File: src/rtl/core/wsfd_pkg.sv
// Shared types, constants and helpers for the WebSocket frame deframer.
`timescale 1ns / 1ps

package wsfd_pkg;

  // Width of the payload length counter, wide enough for the full 64-bit extended length.
  localparam int LEN_W = 64;

  // Parser phases.
  typedef enum logic [1:0] {
    PH_HDR0    = 2'd0,
    PH_LEN     = 2'd1,
    PH_EXT     = 2'd2,
    PH_PAYLOAD = 2'd3
  } phase_t;

  // Opcodes of interest.
  localparam logic [3:0] OP_CONT  = 4'h0;
  localparam logic [3:0] OP_TEXT  = 4'h1;
  localparam logic [3:0] OP_CLOSE = 4'h8;
  localparam logic [3:0] OP_PING  = 4'h9;

  // Seven-bit length codes that introduce an extended length.
  localparam logic [6:0] LEN_EXT16 = 7'd126;
  localparam logic [6:0] LEN_EXT64 = 7'd127;

  // Number of extended length bytes for each form.
  localparam logic [3:0] EXT16_BYTES = 4'd2;
  localparam logic [3:0] EXT64_BYTES = 4'd8;

  // Frame kind codes.
  localparam logic [1:0] KIND_DATA  = 2'd0;
  localparam logic [1:0] KIND_PING  = 2'd1;
  localparam logic [1:0] KIND_CLOSE = 2'd2;
  localparam logic [1:0] KIND_OTHER = 2'd3;

  // One result handed from the parser to the output register.
  typedef struct packed {
    logic       message_end;
    logic       frame_end;
    logic [1:0] frame_kind;
    logic       has_payload;
    logic [7:0] payload_byte;
  } result_t;

  // Map an opcode to the frame kind tag.
  function automatic logic [1:0] kind_of(input logic [3:0] op);
    logic [1:0] k;
    case (op)
      OP_CONT, OP_TEXT: k = KIND_DATA;
      OP_PING:          k = KIND_PING;
      OP_CLOSE:         k = KIND_CLOSE;
      default:          k = KIND_OTHER;
    endcase
    return k;
  endfunction

endpackage

File: src/rtl/core/wsfd_in_reg.sv
// Input register stage holding one received byte.
`timescale 1ns / 1ps

module wsfd_in_reg (
  input  logic       clk,
  input  logic       rst,
  input  logic       s_axis_tvalid,
  output logic       s_axis_tready,
  input  logic [7:0] s_axis_tdata,   // [7:0] rx_byte
  input  logic       take,
  output logic       byte_valid,
  output logic [7:0] rx_byte
);

  // Room for a new request when empty or when the held byte is consumed now.
  assign s_axis_tready = !byte_valid || take;

  // Valid flag.
  always_ff @(posedge clk) begin
    if (rst) begin
      byte_valid <= 1'b0;
    end else if (s_axis_tvalid && s_axis_tready) begin
      byte_valid <= 1'b1;
    end else if (take) begin
      byte_valid <= 1'b0;
    end
  end

  // Payload register.
  always_ff @(posedge clk) begin
    if (s_axis_tvalid && s_axis_tready) begin
      rx_byte <= s_axis_tdata;
    end
  end

endmodule

File: src/rtl/core/wsfd_parser.sv
// Frame header parser and payload counter.
`timescale 1ns / 1ps

module wsfd_parser (
  input  logic              clk,
  input  logic              rst,
  input  logic              byte_valid,
  input  logic [7:0]        rx_byte,
  input  logic              space,
  output logic              take,
  output logic              res_valid,
  output wsfd_pkg::result_t res
);

  wsfd_pkg::phase_t              phase, phase_next;
  logic [3:0]                    frame_opcode, frame_opcode_next;
  logic                          final_flag, final_flag_next;
  logic [3:0]                    ext_left, ext_left_next;
  logic [wsfd_pkg::LEN_W-1:0]    remaining, remaining_next;
  logic                          emit;
  logic                          last;
  logic [6:0]                    len7;
  logic [1:0]                    kind;

  assign len7 = rx_byte[6:0];
  assign kind = wsfd_pkg::kind_of(frame_opcode);

  // Next state and result for the byte in the input register.
  always_comb begin
    phase_next        = phase;
    frame_opcode_next = frame_opcode;
    final_flag_next   = final_flag;
    ext_left_next     = ext_left;
    remaining_next    = remaining;
    emit              = 1'b0;
    last              = 1'b0;
    case (phase)
      wsfd_pkg::PH_HDR0: begin
        frame_opcode_next = rx_byte[3:0];
        final_flag_next   = rx_byte[7];
        phase_next        = wsfd_pkg::PH_LEN;
      end
      wsfd_pkg::PH_LEN: begin
        remaining_next = '0;
        if (len7 == wsfd_pkg::LEN_EXT16) begin
          ext_left_next = wsfd_pkg::EXT16_BYTES;
          phase_next    = wsfd_pkg::PH_EXT;
        end else if (len7 == wsfd_pkg::LEN_EXT64) begin
          ext_left_next = wsfd_pkg::EXT64_BYTES;
          phase_next    = wsfd_pkg::PH_EXT;
        end else begin
          ext_left_next  = '0;
          remaining_next = {{(wsfd_pkg::LEN_W-7){1'b0}}, len7};
          if (len7 == 7'd0) begin
            emit       = 1'b1;
            last       = 1'b1;
            phase_next = wsfd_pkg::PH_HDR0;
          end else begin
            phase_next = wsfd_pkg::PH_PAYLOAD;
          end
        end
      end
      wsfd_pkg::PH_EXT: begin
        // Big-endian accumulation; high bits shift out.
        remaining_next = {remaining[wsfd_pkg::LEN_W-9:0], rx_byte};
        ext_left_next  = ext_left - 4'd1;
        if (ext_left_next == 4'd0) begin
          if (remaining_next == '0) begin
            emit       = 1'b1;
            last       = 1'b1;
            phase_next = wsfd_pkg::PH_HDR0;
          end else begin
            phase_next = wsfd_pkg::PH_PAYLOAD;
          end
        end
      end
      default: begin
        remaining_next = remaining - {{(wsfd_pkg::LEN_W-1){1'b0}}, 1'b1};
        last           = (remaining_next == '0);
        emit           = 1'b1;
        if (last) begin
          phase_next = wsfd_pkg::PH_HDR0;
        end
      end
    endcase
  end

  // A byte is consumed unless it has a result and the output is full.
  assign take      = byte_valid && (!emit || space);
  assign res_valid = take && emit;

  // Result fields; the byte only carries data in the payload phase.
  always_comb begin
    res.has_payload  = (phase == wsfd_pkg::PH_PAYLOAD);
    res.payload_byte = res.has_payload ? rx_byte : 8'd0;
    res.frame_kind   = kind;
    res.frame_end    = last;
    res.message_end  = last && (kind == wsfd_pkg::KIND_DATA) && final_flag;
  end

  // Parser state.
  always_ff @(posedge clk) begin
    if (rst) begin
      phase        <= wsfd_pkg::PH_HDR0;
      frame_opcode <= '0;
      final_flag   <= 1'b0;
      ext_left     <= '0;
      remaining    <= '0;
    end else if (take) begin
      phase        <= phase_next;
      frame_opcode <= frame_opcode_next;
      final_flag   <= final_flag_next;
      ext_left     <= ext_left_next;
      remaining    <= remaining_next;
    end
  end

endmodule

File: src/rtl/core/wsfd_out_reg.sv
// Result register driving the master-side stream.
`timescale 1ns / 1ps

module wsfd_out_reg (
  input  logic              clk,
  input  logic              rst,
  input  logic              res_valid,
  input  wsfd_pkg::result_t res,
  output logic              space,
  output logic              m_axis_tvalid,
  input  logic              m_axis_tready,
  output logic [7:0]        m_axis_tdata,  // [7:0] payload_byte
  output logic              m_axis_tlast,  // frame_end
  output logic [3:0]        m_axis_tuser   // [0] has_payload, [2:1] frame_kind, [3] message_end
);

  // Free when empty or when the held request leaves this cycle.
  assign space = !m_axis_tvalid || m_axis_tready;

  // Valid flag.
  always_ff @(posedge clk) begin
    if (rst) begin
      m_axis_tvalid <= 1'b0;
    end else if (res_valid) begin
      m_axis_tvalid <= 1'b1;
    end else if (m_axis_tready) begin
      m_axis_tvalid <= 1'b0;
    end
  end

  // Payload register.
  always_ff @(posedge clk) begin
    if (res_valid) begin
      m_axis_tdata <= res.payload_byte;
      m_axis_tlast <= res.frame_end;
      m_axis_tuser <= {res.message_end, res.frame_kind, res.has_payload};
    end
  end

endmodule

File: src/rtl/core/websocket_frame_deframer_core.sv
// Top level of the WebSocket frame deframer.
// A byte passes the input register and the parser to the result register.
// One byte per cycle unless m_axis stalls; the parser state updates once per byte.
// Header bytes produce no result, except the last header byte of an empty frame.
// Reset (rst, synchronous, active high) empties both registers and returns the
// parser to expecting the first header byte.
`timescale 1ns / 1ps

module websocket_frame_deframer_core (
  input  logic       clk,
  input  logic       rst,
  input  logic       s_axis_tvalid,
  output logic       s_axis_tready,
  input  logic [7:0] s_axis_tdata,   // [7:0] rx_byte
  output logic       m_axis_tvalid,
  input  logic       m_axis_tready,
  output logic [7:0] m_axis_tdata,   // [7:0] payload_byte
  output logic       m_axis_tlast,   // frame_end
  output logic [3:0] m_axis_tuser    // [0] has_payload, [2:1] frame_kind, [3] message_end
);

  logic              take;
  logic              byte_valid;
  logic [7:0]        rx_byte;
  logic              space;
  logic              res_valid;
  wsfd_pkg::result_t res;

  // Input register.
  wsfd_in_reg u_in (
    .clk           (clk),
    .rst           (rst),
    .s_axis_tvalid (s_axis_tvalid),
    .s_axis_tready (s_axis_tready),
    .s_axis_tdata  (s_axis_tdata),
    .take          (take),
    .byte_valid    (byte_valid),
    .rx_byte       (rx_byte)
  );

  // Header parser and payload counter.
  wsfd_parser u_parser (
    .clk        (clk),
    .rst        (rst),
    .byte_valid (byte_valid),
    .rx_byte    (rx_byte),
    .space      (space),
    .take       (take),
    .res_valid  (res_valid),
    .res        (res)
  );

  // Result register.
  wsfd_out_reg u_out (
    .clk           (clk),
    .rst           (rst),
    .res_valid     (res_valid),
    .res           (res),
    .space         (space),
    .m_axis_tvalid (m_axis_tvalid),
    .m_axis_tready (m_axis_tready),
    .m_axis_tdata  (m_axis_tdata),
    .m_axis_tlast  (m_axis_tlast),
    .m_axis_tuser  (m_axis_tuser)
  );

endmodule

File: config.mk
export PLATFORM = sky130hd
export DESIGN_NAME = websocket_frame_deframer_core
export DESIGN_NICKNAME = d
export VERILOG_FILES = /design/src/rtl/core/wsfd_pkg.sv /design/src/rtl/core/wsfd_in_reg.sv /design/src/rtl/core/wsfd_parser.sv /design/src/rtl/core/wsfd_out_reg.sv /design/src/rtl/core/websocket_frame_deframer_core.sv
export SDC_FILE = /design/constraint.sdc
export NUM_CORES = 1
export LEC_CHECK = 0
export BUFFER_PORTS_ARGS = -buffer_cell sky130_fd_sc_hd__buf_2
export CORE_ASPECT_RATIO = 0.8
export CORE_UTILIZATION = 40
export CTS_CLUSTER_SIZE = 40
export DETAILED_ROUTE_END_ITERATION = 10
export PLACE_DENSITY = 0.53
export SYNTH_ARGS = -nofsm -noshare
export SYNTH_HDL_FRONTEND = slang
export SYNTH_SLANG_ARGS = --single-unit
File: constraint.sdc
create_clock -name clk -period 4.9 [get_ports clk]
set_input_delay 0.245 -clock clk [delete_from_list [all_inputs] [get_ports clk]]
set_output_delay 0.245 -clock clk [all_outputs]
set_load 0.02 [all_outputs]
==> metrics.txt, run 1 <==
outcome finished clean; f_max 0.261 GHz; chip width around 150 µm; leak pwr 2.43 nW; # setup viols final 0; GPL Wtd Cong ~0.90; die height approximately 120 µm; sequential element share of the synthesized area 33.1%; port bufs 26; Place WS 1.15 ns; H-Tree Depth 3; share of flip-flops with an asynchronous set or reset 0%; synth warn 0; final period utilization 78.3%; gr usage total between 20% and 30%; CP Max Fanout 20; WP data required approximately 5.2 ns; Max Root-Sink Buffers 2; DRT iter0 DRCs around 750; # DRC 0; Worst Clk Skew approximately 0.0056 ns; post_cts resized 0; Hold Fails Final Rpt 0; CP arrival between 4 and 5 ns; Final Cell Area 7050 µm²; setup_tns 0 ns; Post-Syn Instances approximately 840; global-route wire length before repair between 30 and 40 mm; met1 Track Usage GR 37.9%; Finished Layout Cells 1039; worst vdd ir around 250 µV; critical path capture point type flop; hold_buf cts 0; Cell Area, Placed a little under 7000 µm²; clock slew at reported path FFs 0.07 ns; TritonCTS clock tree done; M3 GR Usage around 5.5%; largest net degree at the start of global routing 82; share of layout cells above drive strength 1 between 10% and 20%; DP Wirelength between 10 and 15 mm; io pins 27; Final ANT Viol Nets 0; RSZ-0062 raised after global routing no; hold slack just under 0.06 ns; critical path type flop to flop; Synth Register Bits 98; via count 6656; routed vias/inst 6.41; Num CTS Buffers 9; Core Rows 41; Post-Syn Area per Cell slightly below 8 µm²; Nets between 800 and 900; busiest grt layer met2; area grow syn2layout 7.39%; grt ovf 0; die area around 17000 µm²; Post-synth EDFFs 21; DRT Wirelength around 22 mm; crit path launch type flop; routing usage on met2 a little under two fifths; Setup Fix Bufs, Post-CTS 0; Worst-Skew Late Latency around 0.36 ns; Mapped Area around 6600 µm²; max cap viols 0; Netlist cell types 71; Post-Syn Nets roughly 860; Most used DFF post-synth dfxtp_1; Final Util between 40 and 50%; worst-margin pin slew roughly 1.1 ns; clock sink total 98; vias in the first global route about 6000; Cells after DPL 1022; Placeable Area approximately 16000 µm²; PwrDens approximately 430 nW/µm²; final slew viol count 0; antenna violations before repair 0; slew margin rel. around a quarter; most frequent cells in the layout 103 x nor2_1, 77 x dfxtp_1, 69 x nand2_1; 1st-pass router iterations 5; routed length per instance between 20 and 25 µm; minimum clock period between 3 and 4 ns; Hold Path Class primary input to flop; clk root buf clkbuf_16; PnR worst setup slack between 1 and 1.5 ns; commonest non-fill, non-tap cell in the layout nor2_1; initial core utilization ~41%; total power about 3 mW
-- where the power goes --
group          internal (mW)  switching [mW]  total, mW  leakage (nW)
Sequential             0.860          0.0735      0.934         0.807
Combinational          0.523           0.889       1.41          1.50
Clock                  0.351           0.346      0.697         0.128
-- synth_stat cells, drive strengths merged, types with 12 or more instances --
master,count,share of area (%)
a211oi,25,2.9
a21oi,68,5.3
a22o,12,1.6
and2,14,1.3
buf,21,2.1
clkbuf,52,3.0
dfxtp,77,23
edfxtp,21,9.6
inv,23,1.3
nand2,69,3.9
nand3,21,1.9
nand4,22,2.2
nor2,103,5.9
nor3,48,4.0
nor4,37,4.9
o21ai,44,3.4
o31ai,12,1.6
or3,12,1.1
xnor2,17,2.3
-- layout make-up --
class,count,area [µm²]
multi-input cells,644,3990
well taps,215,269
inverters,23,86.3
diodes,1,2.50
clock inverters,6,48.8
flip-flops and latches,98,2170
repair buffers,42,250
clock buffers,10,229
fillers,1626,8850
-- final timing paths --
check                              from                endpoint  slack [ns]  depth (start not counted)
setup reg to reg  u_parser.remaining[0]  u_parser.remaining[27]        1.06                         12
hold / removal          s_axis_tdata[0]         u_in.rx_byte[0]        0.06                          1
setup / recovery  u_parser.remaining[0]  u_parser.remaining[27]        1.06                         12
hold reg to reg     u_parser.final_flag     u_parser.final_flag        0.51                          2
-- worst max-delay path: stages (launching register included) --
cell and delay, ns:
dfxtp_1 0.38, inv_1 0.13, ha_1 0.33, nor3b_1 0.38, nand4_2 0.14, buf_4 0.25, or3_1 0.43, o41ai_2 0.28
a21o_1 0.33, a211o_1 0.44, buf_4 0.36, o21ai_0 0.14, a21oi_1 0.17
-- registers in the layout, indices dropped and copies added (netlist names) --
register               cells
u_in.rx_byte               8
u_parser.phase             2
u_parser.final_flag        1
u_out.m_axis_tuser         4
u_out.m_axis_tlast         1
u_in.byte_valid            1
u_out.m_axis_tvalid        1
u_parser.ext_left          4
u_parser.frame_opcode      4
u_out.m_axis_tdata         8
u_parser.remaining        64
-- per-layer routing --
layer / share of wire (%) / up-vias
li1: - / 3107
met2: 43 / 261
met5: 0 / -
met1: 48 / 3256
met3: 7.3 / 32
met4: 1.5 / 0
-- logic make-up (layout without fill, tap and decap cells) --
family,after synthesis,count (layout),share of synthesized area [%]
buf+inv,96,81,6.35
flops,98,98,33.1
mux,7,7,1.07
simple gates,374,374,31.0
fa+ha+maj,8,8,1.52
compound gates,231,231,23.8
other cells,0,1,0
xor+xnor,24,24,3.20
Power figures use the tool's default switching activity.
==> inputs of run 2 (changes only) <==
==> constraint.sdc (replaced) <==
create_clock -name clk -period 3.9 [get_ports clk]
set_input_delay 0.195 -clock clk [delete_from_list [all_inputs] [get_ports clk]]
set_output_delay 0.195 -clock clk [all_outputs]
set_load 0.02 [all_outputs]
==> run 2 against run 1 <==
Against the previous run: clock-buffer cell count down 1; via count up 1.6%; sequential share of layout area down 0.92 points; highest routed layer is now met5; critical endpoint is now u_out.m_axis_tuser[3]; clock skew up 0.0032 ns; cell count up 2.1%; core utilization up 1.4 points; design area up 3.1%.
==> metrics.txt, run 2 (synthesized netlist as in run 1, its figures left out) <==
f_max 0.281 GHz (+8.0%); Max Root-Sink Buffers 2 (unchanged); TritonCTS clock tree done; WP data required 4.13 ns (-1.06 ns); worst-margin pin slew 1.04 ns (-0.0868 ns); # setup viols final 0 (unchanged); post_cts resized 0 (unchanged); Worst Clk Skew 0.00879 ns (+0.00319 ns); clock sink total 98 (unchanged); DRT Wirelength 21.9 mm (+1.6%); Core Rows 41 (unchanged); outcome finished clean; hold path depth 1 (unchanged); clk root buf clkbuf_16; Hold Fails Final Rpt 0 (unchanged); antenna violations before repair 0 (unchanged); gr usage total 26.6% (+0.72 points); Final Util 45.7% (+1.4 points); routed vias/inst 6.37 (-0.50%); die height 117 µm (unchanged); global-route wire length before repair 35.2 mm (+3.0%); port bufs 26 (unchanged); RSZ-0062 raised after global routing no; final period utilization 91.1% (+13 points); critical path capture point type flop; share of layout cells above drive strength 1 12.8% (+2.0 points); slowest CP cell nor4_1; Place WS 0.448 ns (-0.698 ns); final slew viol count 0 (unchanged); PwrDens 537 nW/µm² (+25%); CP top delay family simple AND/OR/NAND/NOR gates; PnR worst setup slack 0.347 ns (-0.715 ns); setup_tns 0 ns (unchanged); crit path cell chain inv_1, ha_1, nor3b_1, nand4_2, buf_4, nor4_1, xnor2_1, nand4b_1, nor4_1, nand4b_1, a21oi_2, and4_1; leak pwr 2.56 nW (+5.2%); Worst R2R End u_out.m_axis_tuser[3]; Cell Area, Placed 6940 µm² (+2.5%); antenna cells 0 (-1); area grow syn2layout 10.7%; slew margin rel. 30.7% (+5.8 points); Final ANT Viol Nets 0 (unchanged); most flop-heavy register u_parser.remaining; vias in the first global route 6255 (+4.3%); # DRC 0 (unchanged); Num CTS Buffers 9 (unchanged); Levels on crit path 12 (unchanged); worst r2r path cells 12 (unchanged); Nets 861 (+2.7%); via count 6763 (+1.6%); max cap viols 0 (unchanged); crit path launch type flop; r2r setup slk 0.35 ns (-0.72 ns); CP arrival 3.79 ns (-0.33 ns); Hold Path Class primary input to flop; GPL Wtd Cong 0.937 (+3.9%); worst vdd ir 260 µV (+2.0%); DRT iter0 DRCs 834 (+11%); max FFs per register 64 (unchanged); registers with the most flip-flops u_parser.remaining x64, u_in.rx_byte x8, u_out.m_axis_tdata x8; minimum clock period 3.55 ns (-0.285 ns); DP Wirelength 15.2 mm (+3.8%); grt ovf 0 (unchanged); initial core utilization 41.3% (unchanged); Setup Fix Bufs, Post-CTS 0 (unchanged); Worst-Skew Late Latency 0.36 ns (about the same); Setup crit end u_out.m_axis_tuser[3]; commonest non-fill, non-tap cell in the layout nor2_1; critical path type flop to flop; routed length per instance 20.7 µm (-0.48%); most frequent cells in the layout 103 x nor2_1, 77 x dfxtp_1, 69 x nand2_1; Final Cell Area 7270 µm² (+3.1%); io pins 27 (unchanged); largest net degree at the start of global routing 82 (unchanged); FF-to-FF Start u_parser.remaining[0]; clock slew at reported path FFs 0.07 ns (about the same); Critical Path Max Stage Delay 0.53 ns (+0.09 ns); chip width 145 µm (unchanged); crit path launch u_parser.remaining[0]; 1st-pass router iterations 5 (unchanged); H-Tree Depth 3 (unchanged); die area 16900 µm² (unchanged); CP bufs+invs 2 (-1); CP Max Fanout 8 (-60%); hold_buf cts 3 (+3); hold slack 0.00917 ns (-0.0490 ns); Placeable Area 15900 µm² (unchanged)
[run 2: cell types whose count changed in the layout (fill, tap and decap cells not counted)]
| cell | change |
|---|---|
| dlygate4sd3_1 | +4 |
| clkinv_4 | +1 |
| diode_2 | -1 |
| buf_4 | +17 |
| clkinv_8 | +1 |
| clkinv_1 | +1 |
| buf_12 | +2 |
| clkbuf_1 | -1 |
| inv_4 | -1 |
| clkinvlp_4 | -1 |
[run 2: layout make-up]
type	instances	area, µm²
fillers	1622	8640
multi-input cells	644	3990
well taps	215	269
clock buffers	9	225
repair buffers	65	458
inverters	23	86.3
flip-flops and latches	98	2170
clock inverters	7	63.8
[run 2: worst min path at each step]
| stage | start | endpoint | slack (ns) |
|---|---|---|---|
| floorplan | s_axis_tdata[0] | u_in.rx_byte[0] | 0.29 |
| global placement | s_axis_tdata[2] | u_in.rx_byte[2] | 0.37 |
| detailed placement | s_axis_tdata[4] | u_in.rx_byte[4] | 0.37 |
| CTS | s_axis_tdata[7] | u_in.rx_byte[7] | 0.0005 |
| global route | s_axis_tdata[2] | u_in.rx_byte[2] | 0.002 |
| finish | s_axis_tdata[7] | u_in.rx_byte[7] | 0.009 |
[run 2: metrics by stage]
stage / instances / total power, mW
6_report: 1061 / 3.90
5_1_grt: 1061 / 4.13
4_1_cts: 1060 / 3.88
3_5_place_dp: 1041 / 2.98
3_3_place_gp: 1041 / 2.99
2_1_floorplan: 838 / 2.47
[run 2: metal layers]
| metal | wire, µm | track usage (%) | vias up | share of wire, % |
|---|---|---|---|---|
| met1 | 10600 | 38.4 | 3261 | 49 |
| met3 | 1640 | 5.27 | 35 | 7.5 |
| met5 | 64 | 2.78 | - | 0.29 |
| met2 | 9170 | 39.4 | 310 | 42 |
| met4 | 411 | 8.56 | 2 | 1.9 |
| li1 | - | - | 3155 | - |
[run 2: where the power goes]
group / internal (mW) / switching (mW) / total (mW)
Combinational: 0.712 / 1.14 / 1.85
Sequential: 1.08 / 0.0835 / 1.16
Clock: 0.445 / 0.444 / 0.889
==> inputs of run 3 (changes only) <==
--- a/config.mk
+++ b/config.mk
@@ -6,7 +6,7 @@
 export NUM_CORES = 1
 export LEC_CHECK = 0
 export BUFFER_PORTS_ARGS = -buffer_cell sky130_fd_sc_hd__buf_2
-export CORE_ASPECT_RATIO = 0.8
+export CORE_ASPECT_RATIO = 1.75
 export CORE_UTILIZATION = 40
 export CTS_CLUSTER_SIZE = 40
 export DETAILED_ROUTE_END_ITERATION = 10
==> run 3 against run 2 <==
Against the previous run: core utilization increased by 0.28 points; via count up 0.84%; non-clock buffer count increased by 12; total power rose by 3.8%; worst hold slack worse by 0.0026 ns; sequential share of layout area shrank 0.27 points; sequential power about the same; first-iteration DRC count down 35%; largest cell class unchanged.
==> metrics.txt, run 3 (synthesized netlist as in run 1, its figures left out) <==
via count 6820 (+0.84%); CP top delay family simple AND/OR/NAND/NOR gates; io pins 27 (unchanged); final slew viol count 0 (unchanged); H-Tree Depth 3 (unchanged); global-route wire length before repair 37.0 mm (+5.1%); routed length per instance 22.7 µm (+9.7%); chip width 98.8 µm (-32%); Num CTS Buffers 9 (unchanged); # DRC 0 (unchanged); Place WS 0.148 ns (-0.300 ns); # setup viols final 0 (unchanged); clock slew at reported path FFs 0.08 ns (about the same); slew margin rel. 24.9% (-5.7 points); Hold Path Class primary input to flop; multi-input logic area 4010 µm² (+0.50%); Worst-Skew Late Latency 0.36 ns (about the same); die height 171 µm (+47%); critical path capture point type flop; Core Rows 61 (+49%); Worst Clk Skew 0.0111 ns (+0.00235 ns); # fillers 1614 (-0.49%); worst vdd ir 246 µV (-5.5%); CP Max Fanout 6 (-2); crit path launch type flop; DP Wirelength 16.9 mm (+11%); hold slack 0.00653 ns (-0.00264 ns); outcome finished clean; Cells after DPL 1028 (-1.2%); Critical Path Max Stage Delay 0.53 ns (about the same); DRT Wirelength 23.7 mm (+8.3%); Nets 873 (+1.4%); max cap viols 0 (unchanged); grt ovf 0 (unchanged); DRT iter0 DRCs 541 (-35%); leak pwr 2.64 nW (+3.2%); final period utilization 92.5% (+1.4 points); Final ANT Viol Nets 0 (unchanged); 1st-pass router iterations 5 (unchanged); TritonCTS clock tree done; max FFs per register 64 (unchanged); routed vias/inst 6.51 (+2.2%); GPL Wtd Cong 0.938 (about the same); initial core utilization 41.2% (-0.13 points); WP data required 4.14 ns (about the same); commonest non-fill, non-tap cell in the layout nor2_1; Hold Fails Final Rpt 0 (unchanged); vias in the first global route 6655 (+6.4%); port bufs 26 (unchanged); PnR worst setup slack 0.293 ns (-0.0539 ns); minimum clock period 3.61 ns (+0.0539 ns); crit path cell chain nor3_1, and4_1, nand4_1, o31ai_1, nand4_1, nor4_1, nand4b_1, a21oi_2, and4_1; largest net degree at the start of global routing 66 (-20%); antenna violations before repair 0 (unchanged); share of layout cells above drive strength 1 14.7% (+1.9 points); RSZ-0062 raised after global routing no; most flop-heavy register u_parser.remaining; most frequent cells in the layout 103 x nor2_1, 77 x dfxtp_1, 69 x nand2_1; CP arrival 3.84 ns (+0.05 ns); area grow syn2layout 11.7%; slowest CP cell nor3_1; die area 16900 µm² (+0.10%); FF/Latch Area 2170 µm² (unchanged); clk root buf clkbuf_16; Max Root-Sink Buffers 2 (unchanged); clock sink total 98 (unchanged); gr usage total 28.5% (+1.9 points); worst-margin pin slew 1.13 ns (+0.0850 ns); Placeable Area 16000 µm² (+0.31%); Finished Layout Cells 1047 (-1.3%); PwrDens 552 nW/µm² (+2.8%); antenna cells 0 (unchanged); CP bufs+invs 0 (-2); f_max 0.277 GHz (-1.5%); critical path type flop to flop; registers with the most flip-flops u_parser.remaining x64, u_in.rx_byte x8, u_out.m_axis_tdata x8; setup_tns 0 ns (unchanged)
[run 3: stage by stage]
stage | power, mW | utilization (%) | area [µm²]
2_1_floorplan | 2.47 | - | 6570
3_3_place_gp | 3.11 | 43.8 | 6990
3_5_place_dp | 3.09 | 43.8 | 6990
4_1_cts | 4.01 | 45.7 | 7290
5_1_grt | 4.27 | 46.0 | 7330
6_report | 4.05 | 46.0 | 7330
[run 3: routing by layer]
metal  routed length, µm  global-route usage [%]  vias to the layer above
met5                   0                       0                        -
met3                1280                    3.58                       67
met4                1050                    15.1                        0
met1                9130                    31.8                     3313
li1                    -                       -                     3163
met2               12300                    52.4                      277
[run 3: area by class of cell]
type,instances,share of cell area (%)
Clock inverter,7,0.990
Multi-Input combinational cell,644,54.7
Clock buffer,9,3.07
Inverter,23,1.18
Sequential cell,98,29.6
Timing Repair Buffer,77,7.20
Tap cell,189,3.22
[run 3: worst paths after layout]
kind / startpoint / end / slack [ns] / depth (start not counted)
setup / recovery: u_parser.remaining[20] / u_out.m_axis_tuser[3] / 0.29 / 9
hold / removal: s_axis_tdata[2] / u_in.rx_byte[2] / 0.007 / 1
setup reg to reg: u_parser.remaining[20] / u_out.m_axis_tuser[3] / 0.29 / 9
hold reg to reg: u_parser.frame_opcode[1] / u_parser.frame_opcode[1] / 0.51 / 2
[run 3: where the power goes]
group / switching [mW] / leakage, nW / internal, mW
logic: 1.22 / 1.69 / 0.761
registers: 0.0778 / 0.807 / 1.08
clock network: 0.463 / 0.146 / 0.452
[run 3: repair_timing]
| action | in CTS | in global routing |
|---|---|---|
| hold buffers | 0 | 1 |
| gates resized for setup | 0 | 3 |
| endpoints found under the hold margin | 0 | 1 |
| setup buffers | 0 | 2 |
| setup endpoints to repair | 0 | 45 |
